<file path="config.mk">
export PLATFORM = sky130hd
export DESIGN_NAME = msipd_ram
export DESIGN_NICKNAME = d
export VERILOG_FILES = /design/src/sv/msipd_ram.sv
export SDC_FILE = /design/constraint.sdc
export NUM_CORES = 1
export LEC_CHECK = 0
export ABC_AREA = 1
export BUFFER_PORTS_ARGS = -buffer_cell sky130_fd_sc_hd__buf_2
export CELL_PAD_IN_SITES_DETAIL_PLACEMENT = 1
export CELL_PAD_IN_SITES_GLOBAL_PLACEMENT = 1
export CORE_ASPECT_RATIO = 1.1
export CORE_MARGIN = 4
export CORE_UTILIZATION = 49
export DETAILED_ROUTE_END_ITERATION = 12
export PLACE_DENSITY = 0.86
export SYNTH_ARGS = -nofsm -noshare
export SYNTH_HDL_FRONTEND = slang
export SYNTH_SLANG_ARGS = --single-unit
</file>
<file path="constraint.sdc">
create_clock -name clock -period 1.5 [get_ports clock]
set_clock_uncertainty 0.15 [all_clocks]
set_input_delay 0.225 -clock clock [delete_from_list [all_inputs] [get_ports clock]]
set_output_delay 0.225 -clock clock [all_outputs]
set_load 0.03 [all_outputs]
</file>
<file path="src/sv/msipd_ram.sv">
// ============================================================================
// msipd_ram
// Generic single-write, single-read RAM with registered read data.
// ============================================================================
module msipd_ram #(
   parameter int WIDTH = 8,
   parameter int DEPTH = 16
) (
   input  logic                                     clock,
   input  logic                                     wr_en,
   input  logic [((DEPTH > 1) ? $clog2(DEPTH) : 1)-1:0] wr_addr,
   input  logic [WIDTH-1:0]                         wr_data,
   input  logic                                     rd_en,
   input  logic [((DEPTH > 1) ? $clog2(DEPTH) : 1)-1:0] rd_addr,
   output logic [WIDTH-1:0]                         rd_data
);

   logic [WIDTH-1:0] mem_ff [DEPTH];

   // write port
   always_ff @(posedge clock) begin
      if (wr_en) begin
         mem_ff[wr_addr] <= wr_data;
      end
   end

   // registered read port; data holds while rd_en is low
   always_ff @(posedge clock) begin
      if (rd_en) begin
         rd_data <= mem_ff[rd_addr];
      end
   end

endmodule

</file>
Yosys cells after proc, flatten, opt, wreduce, memory -nomap -nowiden

Memory sizes are Yosys's and may differ from the RTL's. A register that Yosys moved wholly into a read port is not among the register bits.
Index checks and enable logic that the tools add are counted.

Memories kept: 1
Word-level logic and storage cells: 3
Bits in writable memories: 128
Register bits after elaboration: 0

Multiplexer cells: 2

Memory list:

| memory | depth | width | rd ports | clocked after Yosys merged registers in | write ports | RTL line | source |
|---|---|---|---|---|---|---|---|
| mem_ff | 16    | 8     | 1        | 1                                       | 1           | 18       | `logic [WIDTH-1:0] mem_ff [DEPTH];` |

Operators by type and width:

| operator | number |
|---|---|
| $mux W1  | 2 |

Longest topological paths before layout

Word-level depth: 2
Gate-level depth with buffers: 8

Least setup slack after synthesis

OpenSTA, ideal clock, no wires.

Path kind: input to register
From: input wr_addr[2] (netlist bit)
To: memory mem_ff[10][0], enable pin
Data required time: 0.980 ns
Path slack: 0.174 ns
Buffers on the path: 0
Arrival: 0.806 ns
Stages on the path: 2
Cells stage by stage: nand3b_1 > nor2_1

RTL lines:

| element            | RTL line | source |
|---|---|---|
| start: declaration | 11       | `input logic [((DEPTH > 1) ? $clog2(DEPTH) : 1)-1:0] wr_addr,` |
| end: declaration   | 18       |  |

Straight into the memory's write port.

Worst setup path after layout

From: register rd_data[2] (read register of mem_ff)
To: output rd_data[2]

RTL lines:

| element            | RTL line | source |
|---|---|---|
| start: declaration | 15       | `output logic [WIDTH-1:0] rd_data` |

No word-level cell between the ends.

==> impl_summary.txt <==
----------------------------------------------------
[Power]
  Net switching component of the power ... 2.014 mW
  PwrDens ... 1324 mW/mm^2
  Reported leakage power ... 2.970 nW
  Share of total power consumed by net switching ... 22.27%
  Flop pwr share ... 47.7%
  Combinational group share of total power ... 6.7%
  Power Total ... 9.044 mW
  Internal portion of total power ... 7.030 mW
  Share of power burned in the clock network ... 45.6%
  Maximum vdd drop ... 901.9 uV

[Die]
  Width of the chip ... 112.2 um
  I/O pin count ... 27
  Floorplan die height ... 122.6 um
  Area of the die ... 0.01375 mm^2
  Placeable core region ... 0.01159 mm^2
  Floorplan row count ... 41
  Initial Utilization ... 50.43%

[Outcome]
  Result of the run ... complete, no violations

[Timing]
  Slew HR ... 55.91%
  Final hold viol count ... 0
  Slew Viols, Final ... 0
  Transition time of the tightest slew-check pin ... 0.6605 ns
  Final period utilization ... 94.87%
  Worst-case setup margin in the final layout ... 0.07688 ns
  RSZ-0062 raised after global routing ... false
  Tmin final ... 1.423 ns
  Count of endpoints failing setup in the final report ... 0
  Highest attainable clock frequency ... 702.7 MHz

[Critical path]
  Critical path startpoint category ... register
  Worst-path maximum fanout ... 1
  Slowest Stage Delay on Critical Path ... 0.42 ns
  Number of buffers and inverters on the critical path ... 1
  Class of the most critical setup path ... reg -> out
  Critical Path RT ... 1.12 ns
  Critical path's top delay family ... flip-flops
  Worst Setup End Kind ... output pin
  Cells along the critical path ... buf_2
  Arrival @ worst endpoint ... 1.05 ns
  Cell with the largest stage delay on the worst path ... sky130_fd_sc_hd__edfxtp_1

[Synth]
  Count of yosys warnings during synthesis ... 0
  Count of unique library cells instantiated by Yosys ... 11
  Post-synthesis instance area ... 0.005847 mm^2
  Average footprint of a synthesized cell ... 10.61 um^2
  Largest cells by area after synthesis ... sky130_fd_sc_hd__edfxtp_1, sky130_fd_sc_hd__nand2_1, sky130_fd_sc_hd__nand3_1
  Post-Synth XOR/XNOR Area ... 0%
  Synth Area in Compound Gates ... 0%
  Share of synthesized cell area in full adder, half adder and majority cells ... 0%
  Mux cell area share after synthesis ... 0%
  Synthesized netlist cell count ... 551
  Number of synthesized register bits ... 136
  Portion of synthesized cell area occupied by the leading cell type ... 69.85%
  Combinational family with the most area after synthesis ... simple AND/OR/NAND/NOR gates
  Sequential fraction of the synthesis area ... 69.85%
  Post-synthesis share of cell area spent on and, or, nand and nor gates ... 20.76%
  Largest area contributor in the netlist ... sky130_fd_sc_hd__edfxtp_1
  Syn nets ... 570

[Placed design]
  Buffers added on ports ... 26
  DP Worst Slack ... -0.1864 ns
  Final weighted congestion in routability-driven placement ... 0.8242
  Area of placed instances ... 0.006264 mm^2
  Post-DP HPWL ... 9829 um

[Clock tree]
  Clock tree from TritonCTS ... done
  Quantity of gates resized following cts ... 0
  Clock tree root buffer cell ... sky130_fd_sc_hd__clkbuf_16
  Depth of the CTS H-tree ... 4
  Number of buffers created by CTS ... 17
  Hold-fix buffers, CTS ... 0
  Worst-case clock buffer depth ... 2
  Worst skew pair latency ... 0.43 ns
  Number of sinks on the clock net ... 136
  Setup repair bufs after CTS ... 0
  Worst-path clk slew ... 0.06 ns

[Job]
  Number of maximum-capacitance constraint violations ... 0

[Layout]
  Number of inserted diodes ... 0
  Design Area, Final ... 0.006833 mm^2
  Area used by multi-input combinational logic ... 0.001214 mm^2
  Most common cell after layout, fill and taps aside ... sky130_fd_sc_hd__nand2_1
  Filler Cells Inserted ... 1271
  Layout cell share with drive strength beyond 1 ... 13.07%
  Final-stage net count ... 618
  Top library cells by usage in the layout, fill and taps aside ... sky130_fd_sc_hd__nand2_1, sky130_fd_sc_hd__edfxtp_1, sky130_fd_sc_hd__inv_1
  Area occupied by registers ... 0.004084 mm^2
  Synthesis-to-finish area growth ... 16.86%

[Routing]
  Initial DRC count ... 380
  Drt drc ... 0
  Vias per cell ... 5.535
  Drt pass-1 iters ... 5
  Wire per inst ... 22.00 um
  Aggregate routed wire length ... 16760 um
  Number of nets with antenna violations after routing ... 0
  Number of vias in the routed layout ... 4218

[GRT]
  Wire length of the first global-routing pass ... 26130 um
  Number of global-route vias before repair ... 4611
  Overall global routing resource usage ... 25.95%
  Initial antenna violation count ... 0
  Largest net degree at the start of global routing ... 36
  GR Overflow Total ... 0

[Worst hold path]
  Worst min-delay path category ... in -> reg

----------------------------------------------------
-- final timing paths --
| kind | startpoint | endpoint | slack (ns) | cells past startpoint |
|---|---|---|---|---|
| hold reg to reg | mem_ff[6][7]$_DFFE_PP_ | rd_data[7]$_DFFE_PP_ | 0.59 | 6 |
| hold / removal | rd_en | rd_data[3]$_DFFE_PP_ | 0.03 | 1 |
| setup reg to reg | mem_ff[1][6]$_DFFE_PP_ | rd_data[6]$_DFFE_PP_ | 0.12 | 6 |
| setup / recovery | rd_data[2]$_DFFE_PP_ | rd_data[2] | 0.08 | 1 |
-- synthesized netlist by cell type --
cell	count
sky130_fd_sc_hd__nand2_1	173
sky130_fd_sc_hd__nand3b_1	2
sky130_fd_sc_hd__inv_1	100
sky130_fd_sc_hd__inv_2	2
sky130_fd_sc_hd__edfxtp_1	136
sky130_fd_sc_hd__buf_1	1
sky130_fd_sc_hd__buf_6	6
sky130_fd_sc_hd__buf_4	4
sky130_fd_sc_hd__nand3_1	97
sky130_fd_sc_hd__nor2_1	17
sky130_fd_sc_hd__buf_2	13
-- metal layers --
layer	track usage [%]	wire length (um)	up-vias
met2	45.86	8755	179
li1	-	-	1875
met4	11.87	560	0
met1	31.02	6509	2118
met5	0	0	-
met3	4.783	938	46
-- through the flow --
step	instances	TNS [ns]	util (%)	hold slack, ns
2_1_floorplan	551	0	-	0.1739
3_3_place_gp	730	-0.5616	54.03	0.4578
3_5_place_dp	730	-0.7752	54.03	0.4556
4_1_cts	762	0	58.94	0.01706
5_1_grt	762	0	58.94	0.01875
6_report	762	0	58.94	0.02887
-- power groups by stage --
stage | logic, mW | clock network, mW | registers, mW
global placement | 0.548 | 0 | 4.38
CTS | 0.605 | 4.15 | 4.32
detailed placement | 0.580 | 0 | 4.39
global route | 0.655 | 4.34 | 4.32
finish | 0.607 | 4.12 | 4.31
floorplan | 0.300 | 0 | 4.42
-- cell families after synthesis --
family	Yosys count
buffers and inverters	126
AND/OR/NAND/NOR	289
flip-flops	136
-- cell type report --
type / count / area share [%]
flip-flops and latches: 136 / 59.77
multi-input cells: 289 / 17.76
clock buffers: 20 / 6.391
repair buffers: 53 / 5.786
inverters: 102 / 5.603
well taps: 150 / 2.747
clock inverters: 12 / 1.941
-- state kept, by name, indices dropped and copies added, names as in the netlist --
name	cells
mem_ff	128
rd_data	8
(Power assumes the default switching activity.)
