`src/sv/msipd_pkg.sv`:
```
// ============================================================================
// msipd_pkg
// Shared widths, codes and types of the MSI page directory.
// ============================================================================
package msipd_pkg;

   // directory geometry
   localparam int PAGES   = 4096;
   localparam int NODES   = 64;

   // field widths
   localparam int FUNC_W  = 2;
   localparam int PAGE_W  = 12;
   localparam int NODE_W  = 6;
   localparam int STATE_W = 2;
   localparam int COUNT_W = 13;
   localparam int MASK_W  = 64;
   localparam int ADDR_W  = (PAGES > 1) ? $clog2(PAGES) : 1;

   // request function codes
   localparam logic [FUNC_W-1:0] FUNC_READ   = 2'd0;
   localparam logic [FUNC_W-1:0] FUNC_WRITE  = 2'd1;
   localparam logic [FUNC_W-1:0] FUNC_LOOKUP = 2'd2;

   // MSI state codes
   localparam logic [STATE_W-1:0] ST_INVALID  = 2'd0;
   localparam logic [STATE_W-1:0] ST_SHARED   = 2'd1;
   localparam logic [STATE_W-1:0] ST_MODIFIED = 2'd2;

   // reset value of the page count register
   localparam logic [COUNT_W-1:0] PAGE_COUNT_RESET = COUNT_W'(4096);

   // bits of the sharer map that name real nodes
   localparam logic [MASK_W-1:0] NODE_MASK =
      MASK_W'((65'(1) << NODES) - 65'(1));

   // one directory entry as stored in memory
   typedef struct packed {
      logic [STATE_W-1:0] state;
      logic [NODE_W-1:0]  owner;
      logic [MASK_W-1:0]  sharers;
   } dir_entry_type;

   localparam int ENTRY_W = $bits(dir_entry_type);

   // one result beat
   typedef struct packed {
      logic               accepted;
      logic [STATE_W-1:0] prior_state;
      logic [NODE_W-1:0]  prior_owner;
      logic [MASK_W-1:0]  invalidate_mask;
      logic [STATE_W-1:0] new_state;
      logic [NODE_W-1:0]  new_owner;
      logic [MASK_W-1:0]  new_sharers;
   } rsp_type;

   // one-hot bit of a node in the sharer map
   function automatic logic [MASK_W-1:0] node_bit(input logic [NODE_W-1:0] n);
      node_bit = MASK_W'(1) << n;
   endfunction

endpackage

```
`src/sv/msipd_update.sv`:
```
// ============================================================================
// msipd_update
// MSI transition of one directory entry: range check, next entry, response.
// ============================================================================
module msipd_update (
   input  logic [msipd_pkg::FUNC_W-1:0]  func,
   input  logic [msipd_pkg::PAGE_W-1:0]  page,
   input  logic [msipd_pkg::NODE_W-1:0]  node,
   input  logic [msipd_pkg::COUNT_W-1:0] page_count,
   input  msipd_pkg::dir_entry_type      cur,
   output logic                          wr_en,
   output msipd_pkg::rsp_type            result
);
   import msipd_pkg::*;

   logic              in_range;
   logic [MASK_W-1:0] holders;
   logic [MASK_W-1:0] node_onehot;

   // page must be below both the configured count and the store depth
   assign in_range = ({1'b0, page} < page_count) &&
                     (32'(page) < 32'(PAGES)) &&
                     (32'(node) < 32'(NODES));

   assign node_onehot = node_bit(node);

   // nodes holding a copy before a write; owner zero means nobody
   always_comb begin
      holders = '0;
      if (cur.state == ST_MODIFIED) begin
         if (cur.owner != '0) begin
            holders = node_bit(cur.owner);
         end
      end else if (cur.state == ST_SHARED) begin
         holders = cur.sharers;
      end
   end

   // next entry and response
   always_comb begin
      result.accepted        = 1'b1;
      result.prior_state     = cur.state;
      result.prior_owner     = cur.owner;
      result.invalidate_mask = '0;
      result.new_state       = cur.state;
      result.new_owner       = cur.owner;
      result.new_sharers     = cur.sharers;
      wr_en                  = 1'b0;
      case (func)
         FUNC_READ: begin
            wr_en              = 1'b1;
            result.new_state   = ST_SHARED;
            result.new_owner   = '0;
            if (cur.state == ST_MODIFIED) begin
               result.new_sharers = (node_bit(cur.owner) | node_onehot) & NODE_MASK;
            end else begin
               result.new_sharers = (cur.sharers | node_onehot) & NODE_MASK;
            end
         end
         FUNC_WRITE: begin
            wr_en                  = 1'b1;
            result.invalidate_mask = holders & ~node_onehot & NODE_MASK;
            result.new_state       = ST_MODIFIED;
            result.new_owner       = node;
            result.new_sharers     = '0;
         end
         default: begin
            // lookup and unused code: report only
            wr_en = 1'b0;
         end
      endcase
      // rejected request: all fields zero, entry untouched
      if (!in_range) begin
         result = '0;
         wr_en  = 1'b0;
      end
   end

endmodule

```
`config.mk`:
```
export PLATFORM = sky130hd
export DESIGN_NAME = msipd_update
export DESIGN_NICKNAME = d
export VERILOG_FILES = /design/src/sv/msipd_pkg.sv /design/src/sv/msipd_update.sv
export SDC_FILE = /design/constraint.sdc
export NUM_CORES = 1
export LEC_CHECK = 0
export BUFFER_PORTS_ARGS = -buffer_cell sky130_fd_sc_hd__buf_4
export CAP_MARGIN = 10
export CORE_MARGIN = 2
export CORE_UTILIZATION = 28
export DETAILED_ROUTE_END_ITERATION = 8
export SYNTH_ARGS = -nofsm -noshare
export SYNTH_HDL_FRONTEND = slang
export SYNTH_SLANG_ARGS = --single-unit
```
`constraint.sdc`:
```
create_clock -name vclk -period 3.7
set_input_delay 0.74 -clock vclk [all_inputs]
set_output_delay 0.74 -clock vclk [all_outputs]
set_load 0.005 [all_outputs]
```
======== Word level (Yosys, flattened, before mapping) ========
Cells that the tools add are included.
storage, ports and cells
  logic and storage cells ................. 22
  bits in registers ....................... 0
  bits of input ports ..................... 105
operators by class
  shifts and indexed selects .............. 2
  bitwise logic cells ..................... 4
  reductions and logical operators ........ 3
  $lt $le $gt $ge ......................... 1
  eq/ne operators ......................... 3
  muxes and demuxes ....................... 9
operators by type and width
  operator                number
  $mux W64                5
  $mux W145               1
  $pmux W72 S2            1
  $or A64 B64 Y64         2
  $shl A1 B6 Y64 const A  2
  $and A64 B64 Y64        1
  $not A64 Y64            1
  $lt A12 B13 Y1          1
  $reduce_bool A6 Y1      1
  $eq A2 B1 Y1 const B    2
  $eq A2 B2 Y1 const B    1
  $logic_not A2 Y1        1
  $mux W1                 2
  $reduce_or A2 Y1        1

======== Longest topological paths before layout ========
  depth after elaboration ................. 6
  depth in mapped cells ................... 8

======== Worst setup path before layout ========
OpenSTA, ideal clock, no wires.
  kind .................................... input -> output
  from .................................... input port page_count[4] (netlist name)
  to ...................................... output port result[124] (netlist name)
  stages on the path ...................... 8
  data required time ...................... 2.960 ns
  arrival ................................. 2.110 ns
  setup slack ............................. 0.850 ns
  path through ............................ inv_1 -> ha_1 -> a211oi_1 -> o21ai_1 -> o211ai_1 -> nand3_4 -> buf_6 -> a311oi_1
RTL lines
  item         RTL line            RTL
  from (decl)  msipd_update.sv:9   input logic [msipd_pkg::COUNT_W-1:0] page_count,
  to (decl)    msipd_update.sv:12  output msipd_pkg::rsp_type result

==> results.md <==
- Initial antenna violation count: 0
- Final setup fails: 0
- Min cycle time layout: 3.503 ns
- Routed Antenna Nets: 0
- Worst hold path type: input pin to primary output
- Post-CTS Resized: 0
- Final instance area: 5579 um2
- Synth warnings: 0
- DRC Markers: 0
- Initial DRC count: 1018
- Most frequent cells in the layout: buf_4, a22oi_1, nand2_1, a21oi_1, a211oi_1
- Mapped Cells: 549
- Period utilization: 94.69%
- RePlAce Congestion: 0.9251
- Fill count: 1301
- Static Leak: 2.290 nW
- Antenna cells: 0
- Largest net degree at the start of global routing: 35
- Setup TNS: 0 ns
- Hold_buf cts: 0
- Hold WS: 1.819 ns
- Mapped Nets: 665
- Sequential cells: 0
- First drt pass iteration count: 6
- Crit Path Category: input pin to primary output
- Worst Path Arrival: 2.76 ns
- # rows: 40
- Critical Path Fanout Max: 21
- Slew @ Worst Pin: 0.7717 ns
- Die Wd: 115.8 um
- Area growth, synth to finish: 59.36%
- Max cap viols: 0
- Die height: 115.8 um
- Clock buffer cells: 0
- Cell area power density: 119.0 nW/um2
- Post-place setup slack: 0.2293 ns
- Number of port buffers: 251
- Full die area: 13410 um2
- Number of post-CTS setup repair buffers: 0
- Max-slew violations: 0
- IO Count: 251
- Max IR drop VDD: 49.04 uV
- Vias in the first global route: 5492
- Distinct cells, synth: 45
- Global Route Usage Sum: 28.66%
- Starting density of the core: 28.90%
- Synthesized area: 3501 um2
- Overflow after GRT: 0
- Crit path required time: 2.96 ns
- Worst Setup End Kind: primary output
- Status: completed
- Total power: 0.0006637 W
- FMAX: 285.4 MHz
- Register area share after synthesis: 0%
- First-pass GRT wire length: 30570 um
- DP Area: 5568 um2
- RSZ-0062 raised after global routing: no
- Post-DP HPWL: 15790 um
- Layout cells sized above 1: 41.78%
- DRT Wirelength: 20650 um
- Vias per cell: 6.099
- Core region area: 12110 um2
- Post-route setup slack: 0.1966 ns
- Final nets: 903
- Register area: 0 um2
- Routed len/inst: 21.66 um
- Synthesized area per cell: 6.377 um2
- Hold Violations, Final: 0
- Relative max-transition margin: 48.37%
- Commonest non-fill, non-tap cell in the layout: buf_4
- Setup crit start kind: input pin
- Vias post-DR: 5812
layout make-up:
class	count	area (um2)	area share (%)
repair buffers	290	2231	39.99
well taps	168	210.2	3.768
inverters	20	77.57	1.390
multi-input cells	475	3060	54.86
per-layer routing:
| metal | vias to the layer above | share of wire, % | global-route usage [%] |
|---|---|---|---|
| met5 | - | 0 | 0 |
| met4 | 0 | 3.0 | 9.048 |
| met3 | 70 | 11 | 3.661 |
| met2 | 492 | 47 | 48.11 |
| met1 | 2639 | 39 | 38.20 |
| li1 | 2611 | - | - |
cells in the mapped netlist (2+ instances only):
cell type	n	area [um2]
nor4_2	4	50.05
inv_1	17	63.81
and3_1	3	18.77
nor2_2	3	18.77
a21oi_1	64	320.3
a22oi_1	121	908.4
nand2_1	78	292.8
nand2_4	2	22.52
and2b_1	2	15.01
a31oi_1	8	50.05
nand2b_1	4	25.02
buf_4	7	52.55
a311oi_2	3	45.04
nor3_4	2	32.53
a222oi_1	4	40.04
a211oi_1	50	375.4
buf_2	22	110.1
a311oi_1	11	96.34
and2_1	2	12.51
buf_6	15	168.9
clkbuf_1	8	30.03
nor2_1	46	172.7
nor3_2	15	150.1
nand3_1	5	25.02
or2_1	2	12.51
ha_1	11	137.6
nor2b_1	4	25.02
nor3_1	19	95.09
per-stage QoR:
stage / std cells / utilization, %
floorplan: 549 / -
global placement: 952 / 45.97
detailed placement: 952 / 45.97
CTS: 952 / 45.97
global route: 953 / 46.06
finish: 953 / 46.06
path summary, 6_finish.rpt:
kind	startpoint	end	slack, ns	cells past startpoint
worst max-delay path	page[4]	result[4]	0.20	9
worst min-delay path	cur[38]	result[38]	1.82	4
report_power, final:
part,total (W),switching (W),internal (W)
combinational,0.000664,0.000352,0.000312
clock,0,0,0
sequential,0,0,0
total,0.000664,0.000352,0.000312
critical path, cell delays in order:
cell      delay, ns
buf_4          0.11
ha_1           0.31
a211oi_1       0.25
o21ai_1        0.10
o211ai_1       0.18
nand2_2        0.40
buf_12         0.29
a21oi_1        0.21
buf_4          0.16
kinds of logic after synthesis:
logic type / after synthesis / share of synthesized area (%)
adders and majority gates: 11 / 3.931
buffers and inverters: 74 / 12.79
and+or+nand+nor: 197 / 29.52
AOI/OAI and AO/OA: 267 / 53.75
No activity file was read; power rests on OpenSTA's default activity.
